$ cat src/rtl/cslu_pkg.sv
// shared types and constants of the console serial line unit
package cslu_pkg;

  // bus command carried in the input tuser
  typedef enum logic [1:0] {
    CMD_READ  = 2'd0,
    CMD_WRITE = 2'd1,
    CMD_TICK  = 2'd2
  } cmd_t;

  // register select
  typedef enum logic [1:0] {
    REG_RX_STATUS = 2'd0,
    REG_RX_BUFFER = 2'd1,
    REG_TX_STATUS = 2'd2,
    REG_TX_BUFFER = 2'd3
  } reg_t;

  localparam int unsigned CHAR_W       = 7;
  localparam int unsigned DATA_W       = 16;
  localparam int unsigned DELAY_W      = 8;
  localparam int unsigned DONE_BIT     = 7;
  localparam int unsigned INT_EN_BIT   = 6;
  localparam logic [DELAY_W-1:0] TX_DELAY_RESET = 8'd32;

  // one input word after unpacking
  typedef struct packed {
    cmd_t              cmd;
    reg_t              reg_sel;
    logic [DATA_W-1:0] write_data;
    logic              rx_valid;
    logic [7:0]        rx_char;
  } item_t;

  // one result word
  typedef struct packed {
    logic [DATA_W-1:0] read_data;
    logic              rx_accepted;
    logic              tx_valid;
    logic [CHAR_W-1:0] tx_char;
    logic              rx_irq;
    logic              tx_irq;
  } result_t;

endpackage

$ cat src/rtl/console_serial_line_unit.sv
// Console serial line unit: receiver and transmitter status and buffer
// registers driven by bus reads, bus writes and ticks arriving as words on
// the input stream, one result word per input word. One word is taken every
// clock cycle while m_tready does not stall the result register; a word passes
// an input register, the register-file decode and a result register, which lets
// a new word enter while a finished result still waits. The user writes tx_delay
// through cfg_wr_en/cfg_wr_data only while the unit is idle; it is not enforced.
module console_serial_line_unit (
  input  logic        clk,
  input  logic        rst,
  input  logic        cfg_wr_en,
  input  logic [7:0]  cfg_wr_data,   // tx_delay
  input  logic        s_tvalid,
  output logic        s_tready,
  input  logic [31:0] s_tdata,       // reg_sel, write_data, rx_valid, rx_char, zero fill
  input  logic [1:0]  s_tuser,       // cmd
  output logic        m_tvalid,
  input  logic        m_tready,
  output logic [31:0] m_tdata        // read_data, rx_accepted, tx_valid, tx_char,
                                     // rx_irq, tx_irq, zero fill
);

  logic [cslu_pkg::DELAY_W-1:0] tx_delay;
  logic                         in_valid;
  cslu_pkg::item_t              in_item;
  cslu_pkg::result_t            core_res;
  cslu_pkg::result_t            out_res;
  logic                         advance;

  // config register
  always_ff @(posedge clk) begin
    if (rst) begin
      tx_delay <= cslu_pkg::TX_DELAY_RESET;
    end else if (cfg_wr_en) begin
      tx_delay <= cfg_wr_data;
    end
  end

  // word moves on when the result register is free or being drained
  assign advance = in_valid && (!m_tvalid || m_tready);

  cslu_in_stage u_in (
    .clk      (clk),
    .rst      (rst),
    .s_tvalid (s_tvalid),
    .s_tready (s_tready),
    .s_tdata  (s_tdata),
    .s_tuser  (s_tuser),
    .advance  (advance),
    .valid    (in_valid),
    .item     (in_item)
  );

  cslu_core u_core (
    .clk      (clk),
    .rst      (rst),
    .fire     (advance),
    .item     (in_item),
    .tx_delay (tx_delay),
    .res      (core_res)
  );

  // result register valid
  always_ff @(posedge clk) begin
    if (rst) begin
      m_tvalid <= 1'b0;
    end else if (advance) begin
      m_tvalid <= 1'b1;
    end else if (m_tready) begin
      m_tvalid <= 1'b0;
    end
  end

  // result register payload
  always_ff @(posedge clk) begin
    if (advance) begin
      out_res <= core_res;
    end
  end

  // pack output word
  assign m_tdata = {5'b0, out_res.tx_irq, out_res.rx_irq, out_res.tx_char,
                    out_res.tx_valid, out_res.rx_accepted, out_res.read_data};

  // receive interrupt only with a taken character
  a_rx_irq: assert property (@(posedge clk) disable iff (rst)
    m_tvalid |-> (!out_res.rx_irq || out_res.rx_accepted))
    else $error("rx irq without accepted character");

  // tick outputs never accompany read data
  a_read_only: assert property (@(posedge clk) disable iff (rst)
    (m_tvalid && out_res.read_data != '0) |->
    (!out_res.tx_valid && !out_res.rx_accepted && !out_res.tx_irq))
    else $error("read data mixed with tick outputs");

  // a new result is loaded only into a free or draining register
  a_no_overwrite: assert property (@(posedge clk) disable iff (rst)
    (m_tvalid && !m_tready) |=> m_tvalid)
    else $error("result dropped");

endmodule

$ cat src/rtl/cslu_in_stage.sv
// input register of the console serial line unit
module cslu_in_stage (
  input  logic                 clk,
  input  logic                 rst,
  input  logic                 s_tvalid,
  output logic                 s_tready,
  input  logic [31:0]          s_tdata,   // reg_sel, write_data, rx_valid, rx_char, zero fill
  input  logic [1:0]           s_tuser,   // cmd
  input  logic                 advance,
  output logic                 valid,
  output cslu_pkg::item_t      item
);

  // free slot when empty or when the held word moves on this cycle
  assign s_tready = !valid || advance;

  // occupancy flag
  always_ff @(posedge clk) begin
    if (rst) begin
      valid <= 1'b0;
    end else if (s_tvalid && s_tready) begin
      valid <= 1'b1;
    end else if (advance) begin
      valid <= 1'b0;
    end
  end

  // payload capture
  always_ff @(posedge clk) begin
    if (s_tvalid && s_tready) begin
      item.cmd        <= cslu_pkg::cmd_t'(s_tuser[1:0]);
      item.reg_sel    <= cslu_pkg::reg_t'(s_tdata[1:0]);
      item.write_data <= s_tdata[17:2];
      item.rx_valid   <= s_tdata[18];
      item.rx_char    <= s_tdata[26:19];
    end
  end

endmodule

$ cat src/rtl/cslu_core.sv
// register file and command decode of the console serial line unit
module cslu_core (
  input  logic                                  clk,
  input  logic                                  rst,
  input  logic                                  fire,
  input  cslu_pkg::item_t                       item,
  input  logic [cslu_pkg::DELAY_W-1:0]          tx_delay,
  output cslu_pkg::result_t                     res
);

  logic                          rx_done, rx_done_next;
  logic                          rx_int_enable, rx_int_enable_next;
  logic [cslu_pkg::CHAR_W-1:0]   rx_data, rx_data_next;
  logic                          tx_ready, tx_ready_next;
  logic                          tx_int_enable, tx_int_enable_next;
  logic                          tx_pending, tx_pending_next;
  logic [cslu_pkg::CHAR_W-1:0]   tx_data, tx_data_next;
  logic [cslu_pkg::DELAY_W-1:0]  tx_countdown, tx_countdown_next;
  logic [cslu_pkg::DELAY_W-1:0]  cd_base;

  // command decode and next state
  always_comb begin
    rx_done_next       = rx_done;
    rx_int_enable_next = rx_int_enable;
    rx_data_next       = rx_data;
    tx_ready_next      = tx_ready;
    tx_int_enable_next = tx_int_enable;
    tx_pending_next    = tx_pending;
    tx_data_next       = tx_data;
    tx_countdown_next  = tx_countdown;
    cd_base            = tx_countdown;
    res                = '0;
    case (item.cmd)
      cslu_pkg::CMD_READ: begin
        case (item.reg_sel)
          cslu_pkg::REG_RX_STATUS: begin
            res.read_data[cslu_pkg::DONE_BIT]   = rx_done;
            res.read_data[cslu_pkg::INT_EN_BIT] = rx_int_enable;
          end
          cslu_pkg::REG_RX_BUFFER: begin
            rx_done_next  = 1'b0;
            res.read_data = {{(cslu_pkg::DATA_W-cslu_pkg::CHAR_W){1'b0}}, rx_data};
          end
          cslu_pkg::REG_TX_STATUS: begin
            res.read_data[cslu_pkg::DONE_BIT]   = tx_ready;
            res.read_data[cslu_pkg::INT_EN_BIT] = tx_int_enable;
          end
          default: begin
            res.read_data = '0;
          end
        endcase
      end
      cslu_pkg::CMD_WRITE: begin
        case (item.reg_sel)
          cslu_pkg::REG_RX_STATUS: rx_int_enable_next = item.write_data[cslu_pkg::INT_EN_BIT];
          cslu_pkg::REG_RX_BUFFER: rx_done_next       = 1'b0;
          cslu_pkg::REG_TX_STATUS: tx_int_enable_next = item.write_data[cslu_pkg::INT_EN_BIT];
          default: begin
            tx_data_next    = item.write_data[cslu_pkg::CHAR_W-1:0];
            tx_pending_next = 1'b1;
            tx_ready_next   = 1'b0;
          end
        endcase
      end
      cslu_pkg::CMD_TICK: begin
        // receiver latch
        if (!rx_done && item.rx_valid) begin
          rx_data_next    = item.rx_char[cslu_pkg::CHAR_W-1:0];
          rx_done_next    = 1'b1;
          res.rx_accepted = 1'b1;
          res.rx_irq      = rx_int_enable;
        end
        // transmitter emit
        if (tx_pending) begin
          res.tx_valid    = 1'b1;
          res.tx_char     = tx_data;
          tx_pending_next = 1'b0;
          cd_base         = tx_delay;
        end
        tx_countdown_next = cd_base;
        // ready countdown
        if (!tx_ready) begin
          tx_countdown_next = cd_base - 1'b1;
          if (tx_countdown_next == '0) begin
            tx_ready_next = 1'b1;
            res.tx_irq    = tx_int_enable;
          end
        end
      end
      default: begin
        res = '0;
      end
    endcase
  end

  // state registers, updated when a word is processed
  always_ff @(posedge clk) begin
    if (rst) begin
      rx_done       <= 1'b0;
      rx_int_enable <= 1'b0;
      rx_data       <= '0;
      tx_ready      <= 1'b1;
      tx_int_enable <= 1'b0;
      tx_pending    <= 1'b0;
      tx_data       <= '0;
      tx_countdown  <= '0;
    end else if (fire) begin
      rx_done       <= rx_done_next;
      rx_int_enable <= rx_int_enable_next;
      rx_data       <= rx_data_next;
      tx_ready      <= tx_ready_next;
      tx_int_enable <= tx_int_enable_next;
      tx_pending    <= tx_pending_next;
      tx_data       <= tx_data_next;
      tx_countdown  <= tx_countdown_next;
    end
  end

  // a pending character always holds the transmitter busy
  a_pending_not_ready: assert property (@(posedge clk) disable iff (rst)
    tx_pending |-> !tx_ready)
    else $error("tx pending while tx ready");

  // a full receiver never takes another character
  a_no_overrun: assert property (@(posedge clk) disable iff (rst)
    (fire && rx_done && item.cmd == cslu_pkg::CMD_TICK) |-> !res.rx_accepted)
    else $error("character taken while rx done");

  // a tx buffer write leaves a pending character
  a_tx_write: assert property (@(posedge clk) disable iff (rst)
    (fire && item.cmd == cslu_pkg::CMD_WRITE && item.reg_sel == cslu_pkg::REG_TX_BUFFER)
    |=> (tx_pending && !tx_ready))
    else $error("tx buffer write lost");

endmodule

$ cat config.mk
export PLATFORM = sky130hd
export DESIGN_NAME = console_serial_line_unit
export DESIGN_NICKNAME = d
export VERILOG_FILES = /design/src/rtl/cslu_pkg.sv /design/src/rtl/console_serial_line_unit.sv /design/src/rtl/cslu_in_stage.sv /design/src/rtl/cslu_core.sv
export SDC_FILE = /design/constraint.sdc
export NUM_CORES = 1
export LEC_CHECK = 0
export BUFFER_PORTS_ARGS = -buffer_cell sky130_fd_sc_hd__buf_2
export CAP_MARGIN = 20
export CORE_ASPECT_RATIO = 2
export CORE_MARGIN = 4
export CORE_UTILIZATION = 42
export DETAILED_ROUTE_END_ITERATION = 12
export PLACE_DENSITY = 0.65
export SYNTH_ARGS = -nofsm -noshare
export SYNTH_HDL_FRONTEND = slang
export SYNTH_SLANG_ARGS = --single-unit
$ cat constraint.sdc
create_clock -name clk -period 4.72 [get_ports clk]
set_input_delay 0.236 -clock clk [delete_from_list [all_inputs] [get_ports clk]]
set_output_delay 0.236 -clock clk [all_outputs]
set_load 0.01 [all_outputs]
**After elaboration in Yosys (flattened, before gate mapping)**

Index checks and enable logic that the tools add are counted.

- Flip-flop bits (word level): 83
- Bits in latches: 0
- Memory bits (writable): 0
- Memory bits (read-only): 0
- Input bits: 47
- Output and inout port bits: 34
- Logic and storage cells: 82
- Memories kept: 0

- Add/subtract/negate cells: 1
- $mul: 0
- Divide/modulo/power cells: 0
- $lt $le $gt $ge: 0
- Eq/ne operators: 7
- Shifts and indexed selects: 0
- Multiplexer cells: 19
- Bitwise gates (word level): 3
- Reduce and logical (&&, ||, !) cells: 28

Operators by type and width:

| operator | number |
|---|---|
| $mux 8 | 4 |
| $reduce_and 3->1 | 5 |
| $mux 1 | 11 |
| $logic_not 8->1 | 1 |
| $reduce_and 2->1 | 4 |
| $reduce_bool 2->1 | 4 |
| $sub 8x1->8 const B | 1 |
| $pmux 1 s2 | 3 |
| $pmux 2 s3 | 1 |
| $reduce_or 3->1 | 2 |
| $eq 2x1->1 const B | 2 |
| $eq 2x2->1 const B | 2 |
| $logic_not 2->1 | 2 |
| $ne 2x1->1 const B | 2 |
| $reduce_and 4->1 | 1 |
| $logic_and 1x1->1 | 3 |
| $logic_not 1->1 | 3 |
| $not 1->1 | 3 |
| $logic_or 1x1->1 | 2 |
| $ne 2x2->1 const B | 1 |
| $reduce_or 2->1 | 1 |

**Depth between registers and ports, before layout**

Gate-level depths: netlist (run 1).

- Word-level depth: 7
- Mapped depth: 9
- Gate-level depth less buffers: 7

**By module**

A second synthesis (run 1) with hierarchy kept.

- Cell total of the unflattened synthesis: 329
- Area total of the unflattened synthesis: 3921.3 sq um

By module, submodules not included:

| module | times used | cells an instance | area each (sq um) | sequential area each (sq um) |
|---|---|---|---|---|
| cslu_core | 1 | 231 | 1811.7 | 540.5 |
| console_serial_line_unit | 1 | 64 | 1183.6 | 991.0 |
| cslu_in_stage | 1 | 34 | 925.9 | 890.9 |

**Worst setup path after synthesis (run 1)**

Ideal clock, no wire load.

- Kind: register -> register
- Start: register u_core.tx_pending
- End: register out_res, in the netlist m_tdata[26] (data pin)
- Library setup time: 0.264 ns
- Arrival time: 1.837 ns
- Required time: 4.456 ns
- Path slack: 2.620 ns
- Cell stages (with the launch flop): 10
- Buffers on the path: 2
- Period minus slack after synthesis: 2.100 ns
- Cell sequence: dfxtp_1 > buf_4 > buf_2 > mux2i_1 > ha_1 > nor2b_1 > xnor2_1 > o32ai_1 > o21ai_0 > nor3_1

- Cells in the longest elaborated chain, start to end: 6

RTL lines:

| item | RTL line | RTL |
|---|---|---|
| from (decl) | cslu_core.sv:16 | `logic tx_pending, tx_pending_next;` |
| from (signal assigned) | cslu_core.sv:113 | `tx_pending <= tx_pending_next;` |
| $mux 8 | cslu_core.sv:74 | `if (tx_pending) begin` |
| $mux 8 | cslu_core.sv:33 | `case (item.cmd)` |
| $sub 8x1->8 | cslu_core.sv:83 | `tx_countdown_next = cd_base - 1'b1;` |
| $logic_not 8->1 | cslu_core.sv:84 | `if (tx_countdown_next == '0) begin` |
| $not 1->1 (no source line) | - |  |
| $reduce_or 3->1 (no source line) | - |  |
| to (signal assigned) | console_serial_line_unit.sv:77 | `out_res <= core_res;` |
| to (decl) | console_serial_line_unit.sv:27 | `cslu_pkg::result_t out_res;` |

Every way passes these cells. The select of a mux whose other input is x is not followed.
A chain may end at the register's enable or synchronous reset.

**Final worst setup path (run 1)**

Same ends and word-level chain as after synthesis.

==> results of run 1 <==
-- state kept, by name, summed over array words and instances (netlist names) --
| name | count |
|---|---|
| u_core.rx_done | 1 |
| u_core.tx_pending | 1 |
| tx_delay | 8 |
| u_core.tx_int_enable | 1 |
| u_core.tx_data | 7 |
| u_in.item | 19 |
| u_core.rx_int_enable | 1 |
| u_in.valid | 1 |
| u_core.tx_ready | 1 |
| m_tdata | 19 |
| u_core.rx_data | 7 |
| m_tvalid | 1 |
| u_core.tx_countdown | 8 |
-- logic make-up (layout without fill, tap and decap cells) --
family	count (synthesis)	in the layout	synth area share
flops	75	75	0.564
mux	36	36	0.109
buf+inv	35	75	0.0600
fa+ha+maj	2	2	0.00750
compound gates	44	44	0.0885
simple gates	100	100	0.160
xor+xnor	4	4	0.0105
other cells	1	13	0.00112
-- per-layer routing --
| metal | share of wire | wire, µm | GRT usage |
|---|---|---|---|
| met5 | 0 | 0 | 0 |
| met4 | 0.026 | 167 | 0.0743 |
| met3 | 0.039 | 248 | 0.0375 |
| met2 | 0.58 | 3690 | 0.272 |
| met1 | 0.35 | 2230 | 0.132 |
-- layout make-up --
class,instances,area (µm²),area share
clock buffers,11,243,0.0625
clock inverters,5,52.6,0.0135
inverters,6,22.5,0.00580
multi-input cells,199,1300,0.335
flip-flops and latches,75,1880,0.484
well taps,94,118,0.0303
repair buffers,53,268,0.0689
-- metrics by stage --
stage / instances / util
detailed placement: 427 / 0.469
CTS: 443 / 0.508
finish: 443 / 0.508
global placement: 427 / 0.469
global route: 443 / 0.508
floorplan: 309 / -
-- cell usage in the layout (no fill, tap or decap), types with 2 or more instances in the layout --
cell type,instances
nand4b_1,2
nor3_1,6
nand4_1,2
dfxtp_1,37
nand2b_1,6
inv_1,6
a21oi_1,9
mux2_2,2
nor2_1,32
a31oi_1,6
o32ai_1,2
o211ai_1,4
buf_2,52
and3_1,9
nor3b_1,3
and2_1,10
a22oi_1,2
clkinv_2,3
a211oi_1,3
xnor2_1,4
conb_1,13
nand3_1,3
mux2i_1,34
ha_1,2
edfxtp_1,38
o21ai_0,8
nand2_1,11
nor2b_1,5
clkbuf_16,9
-- report_power, final --
| group | internal, µW | switching, µW |
|---|---|---|
| combinational | 32.1 | 46.8 |
| sequential | 709 | 16.2 |
| clock | 420 | 241 |
| total | 1160 | 304 |
-- worst max-delay path by stage --
stage | slack [ns] | to | depth (start not counted) | from
3_5_place_dp | 2.36 | m_tdata[26] | 6 | u_core.tx_pending
2_1_floorplan | 2.62 | m_tdata[26] | 9 | u_core.tx_pending
3_3_place_gp | 2.38 | m_tdata[26] | 6 | u_core.tx_pending
6_report | 2.32 | m_tdata[26] | 6 | u_core.tx_pending
5_1_grt | 2.12 | m_tdata[26] | 7 | u_core.tx_pending
4_1_cts | 2.35 | m_tdata[26] | 6 | u_core.tx_pending
==> flow_metrics.tcl, run 1 <==
set metrics [dict create \
    clock_latency_ns 0.32 \
    grt_max_degree 37 \
    finalWorstSetupSlack_ns 2.32 \
    cts_tree "built" \
    syn_inst 297 \
    whs_ns 0.0859 \
    syn_area_um2 3340 \
    dpl_cell_area_um2 3590 \
    rows 45 \
    path_class "flip-flop to flip-flop" \
    post-route-cell-area_um2 3890 \
    cpPeakStageDelay_ns 0.57 \
    ctsHtreeMaxLevel 3 \
    yosys-top-cells-count "edfxtp_1 (38), dfxtp_1 (37), mux2i_1 (34)" \
    die_w_um 71.0 \
    fp.dieArea_um2 9530 \
    path_buf_inv 1 \
    overflow 0 \
    cts_buffers 9 \
    drtIter0Drc 111 \
    synth_warnings 0 \
    io_buffers 52 \
    hold_path_class "primary input to flip-flop" \
    outcome "finished clean" \
    rsz0062_at_grt "no" \
    firstDrtPassIters 4 \
    fmax_mhz 417 \
    cp_slowest_cell "dfxtp_1" \
    postCtsHoldBufs 0 \
    synth_edf_count 38 \
    worst-path-max-fanout 35 \
    hp-start "s_tdata[19]" \
    synth_ff_type "edfxtp_1" \
    cp.arrival_ns 2.46 \
    async_flop_share 0 \
    p_total_uw 1470 \
    path_cells "buf_4 > or4b_4 > nand2_1 > o21ai_0 > a22oi_1 > nor3_1" \
    grt_pass1_vias 2198 \
    synth_cell_types 52 \
    cts_sinks 75 \
    wire_per_inst_um 14.3 \
    ys_seq_area_frac 0.564 \
    via_per_inst 5.12 \
    finalNetCount 393 \
    dp_hpwl_mm 4.77 \
    slew_violations 0 \
    syn2layout_area_growth_pct 16.4 \
    crit_family "simple AND/OR/NAND/NOR gates" \
    synth_most_common_cell "edfxtp_1" \
    yosysTopAreaCell "edfxtp_1" \
    required_ns 4.78 \
    end_kind "flip-flop" \
    reg2reg_to "m_tdata[26]" \
    p_leak_uw 0.00156 \
    pre_cts_ws_ns 2.36 \
    cts-root-buf "clkbuf_16" \
    diodes 0 \
    cts_max_path_buffers 2 \
    grt_pass1_wl_mm 10.4 \
    rrSetupSlack_ns 2.32 \
    wl_mm 6.33 \
    cap_violations 0 \
    syn_avg_cell_area_um2 11.2 \
    peakVddDrop_mv 0.296 \
    core-area_um2 7660 \
    setup_viol 0 \
    relSlewSlack 0.470 \
    synthTopCellsByArea "edfxtp_1 (34%), dfxtp_1 (22%), mux2i_1 (10%)" \
    post-cts-setup-buffers 0 \
    cp-start-kind "flip-flop" \
    num_vias 2269 \
    io-pin-count 81 \
    final_layout_size_suffix_gt1_frac 0.215 \
    antenna_found_initial 0 \
    tightestPinTransition_ns 0.796 \
    cts_resized 0 \
    fin_setup_tns_ns 0 \
    min_to "u_in.item[0]" \
    synth_seq_cells 75 \
    post-route-period-util 0.507 \
    clk_pin_slew_ns 0.06 \
    die_h_um 134 \
    worstRegToRegCells 6 \
    finalClockSkew_ns 0.00417 \
    fill_cells 743 \
    grtUsageTotal 0.142 \
    period_minus_slack_ns 2.40 \
    synth.top_cell.area_share 0.342 \
    powerDensity_nw_per_um2 377 \
    ant_nets 0 \
    r2r_start "u_core.tx_pending" \
    hold_viol_final 0 \
    drc 0 \
    worstHoldPathCells 1 \
    place.gp.congestion 0.850 \
    initial_utilization 0.436 \
]
No activity file was read; power rests on OpenSTA's default activity.
==> run 2, diff against run 1 <==
- ABC_AREA: default -> 1
- PLACE_DENSITY: 0.65 -> 0.68
- clock period: 4.72 -> 2.15 ns (I/O delays scaled with it)
==> run 2 against run 1 <==
Effect of this change: wire length is 7.2% higher; final area up 4.4%; final cell count increased by 18%; critical path depth increased by 8; utilization up 2.6 points; hold slack got worse by 0.072 ns; largest cell class unchanged.
==> flow_metrics.tcl, run 2 <==
set metrics [dict create \
    outcome "finished clean" \
    place.gp.congestion 0.824 \
    core-area_um2 7600 \
    powerDensity_nw_per_um2 852 \
    ant_nets 0 \
    syn_avg_cell_area_um2 9.41 \
    wl_mm 6.79 \
    synth_ff_type "edfxtp_1" \
    cap_violations 0 \
    die_h_um 132 \
    synth_cell_types 31 \
    period_minus_slack_ns 1.89 \
    clock_latency_ns 0.33 \
    ys_seq_area_frac 0.578 \
    synth_seq_cells 75 \
    io_buffers 52 \
    final_cell_mix "buf_2 (52), inv_1 (50), nand2_1 (46), edfxtp_1 (38), dfxtp_1 (37)" \
    worst-path-max-fanout 9 \
    ctsHtreeMaxLevel 3 \
    dp_hpwl_mm 4.84 \
    hold_path_class "primary input to flip-flop" \
    initial_utilization 0.428 \
    grt_pass1_vias 2529 \
    required_ns 2.42 \
    async_flop_share 0 \
    synth.top_cell.area_share 0.351 \
    yosysTopAreaCell "edfxtp_1" \
    clk_pin_slew_ns 0.06 \
    syn_area_um2 3250 \
    grt_pass1_wl_mm 11.3 \
    cts_tree "built" \
    setup_viol 0 \
    rows 45 \
    grtUsageTotal 0.158 \
    synth_edf_count 38 \
    p_leak_uw 0.00174 \
    peakVddDrop_mv 0.504 \
    diodes 0 \
    end_kind "flip-flop" \
    fill_cells 709 \
    die_w_um 70.2 \
    final_util 0.534 \
    num_vias 2468 \
    syn_inst 346 \
    fmax_mhz 528 \
    cts_buffers 9 \
    cp.arrival_ns 2.16 \
    cts-root-buf "clkbuf_16" \
    overflow 0 \
    path_class "flip-flop to flip-flop" \
    hold_viol_final 0 \
    drc 0 \
    cp-start-kind "flip-flop" \
    rsz0062_at_grt "no" \
    post-route-period-util 0.880 \
    slew_violations 0 \
    grt_max_degree 30 \
    drtIter0Drc 112 \
    cts_sinks 75 \
    io-pin-count 81 \
    fp.dieArea_um2 9310 \
    layout_commonest_cell "buf_2" \
    fin_setup_tns_ns 0 \
    wire_per_inst_um 13.0 \
    final_layout_size_suffix_gt1_frac 0.241 \
    yosys-top-cells-count "inv_1 (50), nand2_1 (46), edfxtp_1 (38)" \
    antenna_found_initial 0 \
    cts_max_path_buffers 2 \
    syn2layout_area_growth_pct 24.7 \
    synthTopCellsByArea "edfxtp_1 (35%), dfxtp_1 (23%), inv_1 (5.8%)" \
    finalNetCount 472 \
    via_per_inst 4.73 \
    synth_warnings 0 \
    finalClockSkew_ns 0.00443 \
    synth_most_common_cell "inv_1" \
    firstDrtPassIters 4 \
]
[run 2: cell types whose count changed after synthesis, moves of 7 or more]
cell	before	now
inv_1	6	50
nand2_1	11	46
mux2i_1	34	0
a21oi_1	9	35
o21ai_0	8	31
and2_1	10	0
and3_1	9	0
nand2_2	1	8
[run 2: final cells by class]
type                       instances  area [µm²]  area share
multi-input combinational        205        1040       0.256
clock buffer                      10         229      0.0564
timing repair buffer              77         495       0.122
sequential                        75        1880       0.464
inverter                          55         206      0.0509
clock inverter                     6        87.6      0.0216
tap                               94         118      0.0290
[run 2: routing by layer]
| metal | part of all wire | GRT usage | up-vias |
|---|---|---|---|
| met4 | 0.037 | 0.103 | 0 |
| met2 | 0.60 | 0.302 | 57 |
| met5 | 0 | 0 | - |
| li1 | - | - | 1251 |
| met3 | 0.030 | 0.0350 | 16 |
| met1 | 0.33 | 0.140 | 1144 |
[run 2: power breakdown]
part | switching (µW) | total, µW | internal (µW) | leakage [µW]
Sequential | 21.0 | 1580 | 1560 | 0.000670
Combinational | 174 | 286 | 112 | 0.000911
Clock | 569 | 1590 | 1020 | 0.000157
Total | 764 | 3460 | 2690 | 0.00174
[run 2: kinds of logic after synthesis]
kind of cell | share of synthesized area
AND/OR/NAND/NOR | 0.171
buffers and inverters | 0.116
flip-flops | 0.578
AO/OA/AOI/OAI | 0.123
adder cells (fa/ha/maj) | 0.00769
XOR/XNOR | 0.00269
other | 0.00115
[run 2: repair_timing]
action                    4_1_cts  5_1_grt
hold endpoints to repair       19        0
setup buffers                   0        0
resized for setup               0        0
hold buffers                   19        0
[run 2: through the flow]
stage	setup WS [ns]	instances	total power [µW]	area, µm²	hold slack, ns
after detailed placement	0.271	487	1870	3550	0.286
after floorplan	0.412	358	1800	3300	0.206
after global placement	0.300	487	1870	3550	0.283
after CTS	0.249	522	3500	4060	0.00452
after global routing	0.0670	522	3600	4060	0.0396
final	0.257	522	3460	4060	0.0136
[run 2: critical path, cell delays in order, from the launching register on]
cell,delay [ns]
dfxtp_1,0.35
inv_2,0.17
nand2_1,0.09
nand2_2,0.14
ha_1,0.20
nand3_2,0.12
nor2_1,0.10
nor2_1,0.04
nor2_1,0.13
nand3_1,0.14
nor2_4,0.12
nand3_2,0.06
nand2_1,0.05
nand2_1,0.05
nand2_1,0.07
[run 2: final timing paths]
check | slack [ns] | start | to | cells after the start
worst max-delay path | 0.26 | u_core.tx_pending | u_core.tx_ready | 14
worst min-delay path | 0.01 | cfg_wr_data[5] | tx_delay[5] | 3
worst max register to register | 0.26 | u_core.tx_pending | u_core.tx_ready | 14
worst min register to register | 0.45 | u_core.rx_data[2] | u_core.rx_data[2] | 2
==> run 3, diff against run 2 <==
- PLACE_DENSITY: 0.68 -> 0.65
- clock period: 2.15 -> 2.1 ns (I/O delays scaled with it)
==> run 3 against run 2 <==
Effect of this change: sequential power increased by 3%; combinational power about the same; non-clock buffer count unchanged; power decreased by 4.7%; sequential cell count unchanged; wire length decreased by 2.7%; critical endpoint unchanged.
==> flow_metrics.tcl, run 3 (synthesis results as in run 2) <==
set metrics [dict create \
    outcome "finished clean" \
    post-route-period-util 0.902 \
    antenna_found_initial 0 \
    core-area_um2 7600 \
    cp-start-kind "flip-flop" \
    slew_violations 0 \
    worst-path-max-fanout 9 \
    fin_setup_tns_ns 0 \
    cap_violations 0 \
    diodes 0 \
    grt_max_degree 30 \
    place.gp.congestion 0.860 \
    reg2reg_to "u_core.tx_ready" \
    drtIter0Drc 96 \
    cts_sinks 75 \
    hold_path_class "primary input to flip-flop" \
    period_minus_slack_ns 1.89 \
    layout_commonest_cell "buf_2" \
    r2r_start "u_core.tx_pending" \
    p_total_uw 3300 \
    rows 45 \
    grt_pass1_wl_mm 10.8 \
    worstHoldPathCells 2 \
    cts_max_path_buffers 2 \
    grtUsageTotal 0.150 \
    endpoint "u_core.tx_ready" \
    fill_cells 718 \
    overflow 0 \
    cts_tree "built" \
    wl_mm 6.61 \
    initial_utilization 0.428 \
    die_w_um 70.2 \
    grt_pass1_vias 2397 \
    clock_latency_ns 0.33 \
    wire_per_inst_um 12.7 \
    powerDensity_nw_per_um2 822 \
    pre_cts_ws_ns 0.207 \
    final_layout_size_suffix_gt1_frac 0.236 \
    hold_viol_final 0 \
    finalClockSkew_ns 0.00569 \
    num_vias 2431 \
    worstRegToRegCells 13 \
    peakVddDrop_mv 0.663 \
    place_inst 486 \
    crit_start "u_core.tx_pending" \
    end_kind "flip-flop" \
    setup_viol 0 \
    rrSetupSlack_ns 0.21 \
    finalNetCount 472 \
    fin_cells 522 \
    fp.dieArea_um2 9310 \
    die_h_um 132 \
    p_leak_uw 0.00171 \
    cts_buffers 9 \
    final_cell_mix "buf_2 (52), inv_1 (50), nand2_1 (46), edfxtp_1 (38), dfxtp_1 (37)" \
    dp_hpwl_mm 4.74 \
    drc 0 \
    cts-root-buf "clkbuf_16" \
    via_per_inst 4.66 \
    rsz0062_at_grt "no" \
    fmax_mhz 528 \
    ctsHtreeMaxLevel 3 \
    firstDrtPassIters 4 \
    path_class "flip-flop to flip-flop" \
    syn2layout_area_growth_pct 23.3 \
    cp.arrival_ns 2.18 \
    io_buffers 52 \
    required_ns 2.38 \
    final_util 0.528 \
    ant_nets 0 \
    finalWorstSetupSlack_ns 0.205 \
    clk_pin_slew_ns 0.06 \
    io-pin-count 81 \
]
[run 3: changes by cell type in the layout (fill, tap and decap cells not counted)]
cell           delta
bufinv_16         -2
clkinv_1          +2
buf_4             -1
clkbuf_1          -1
clkinvlp_4        +1
dlygate4sd3_1     +1
[run 3: stage by stage]
| stage | cell area, µm² | hold slack [ns] |
|---|---|---|
| floorplan | 3300 | 0.204 |
| global placement | 3540 | 0.281 |
| detailed placement | 3540 | 0.283 |
| CTS | 4010 | 0.00514 |
| global route | 4010 | 0.0276 |
| finish | 4010 | 0.0106 |
[run 3: layer usage]
metal	up-vias	GRT usage	share of wire
met5	-	0	0
met4	0	0.0800	0.031
met3	12	0.0365	0.029
met2	39	0.292	0.60
met1	1133	0.136	0.34
li1	1247	-	-
[run 3: what timing repair did]
| action | CTS | global route |
|---|---|---|
| hold buffers | 20 | 0 |
| endpoints found under the hold margin | 20 | 0 |
| setup buffers | 0 | 0 |
| gates resized for setup | 0 | 0 |
[run 3: how the worst min path moves through the flow]
stage / start / endpoint
4_1_cts: cfg_wr_en / tx_delay[5]
5_1_grt: cfg_wr_en / tx_delay[5]
2_1_floorplan: s_tdata[19] / u_in.item[0]
3_5_place_dp: s_tuser[1] / u_in.item[28]
3_3_place_gp: s_tdata[21] / u_in.item[2]
6_report: cfg_wr_en / tx_delay[5]
[run 3: power breakdown]
part	switching (µW)	internal, µW	total (µW)
Clock	593	794	1390
Sequential	21.4	1600	1620
Combinational	172	116	287
[run 3: critical path, cell delays in order (launching register included)]
cell and delay [ns]:
dfxtp_1 0.49, inv_2 0.15, nand2_1 0.11, nand2_2 0.10, ha_1 0.25, nand3_2 0.11, nor2_2 0.06, nor2_1 0.13
nand3_1 0.12, nor2_4 0.11, nand3_2 0.06, nand2_1 0.05, nand2_1 0.05, nand2_1 0.06
[run 3: cell type report]
class	instances	area (µm²)	share of cell area
clock buffers	9	225	0.0561
clock inverters	7	42.5	0.0106
inverters	55	206	0.0514
multi-input cells	205	1040	0.259
flip-flops and latches	75	1880	0.469
well taps	94	118	0.0293
repair buffers	77	498	0.124
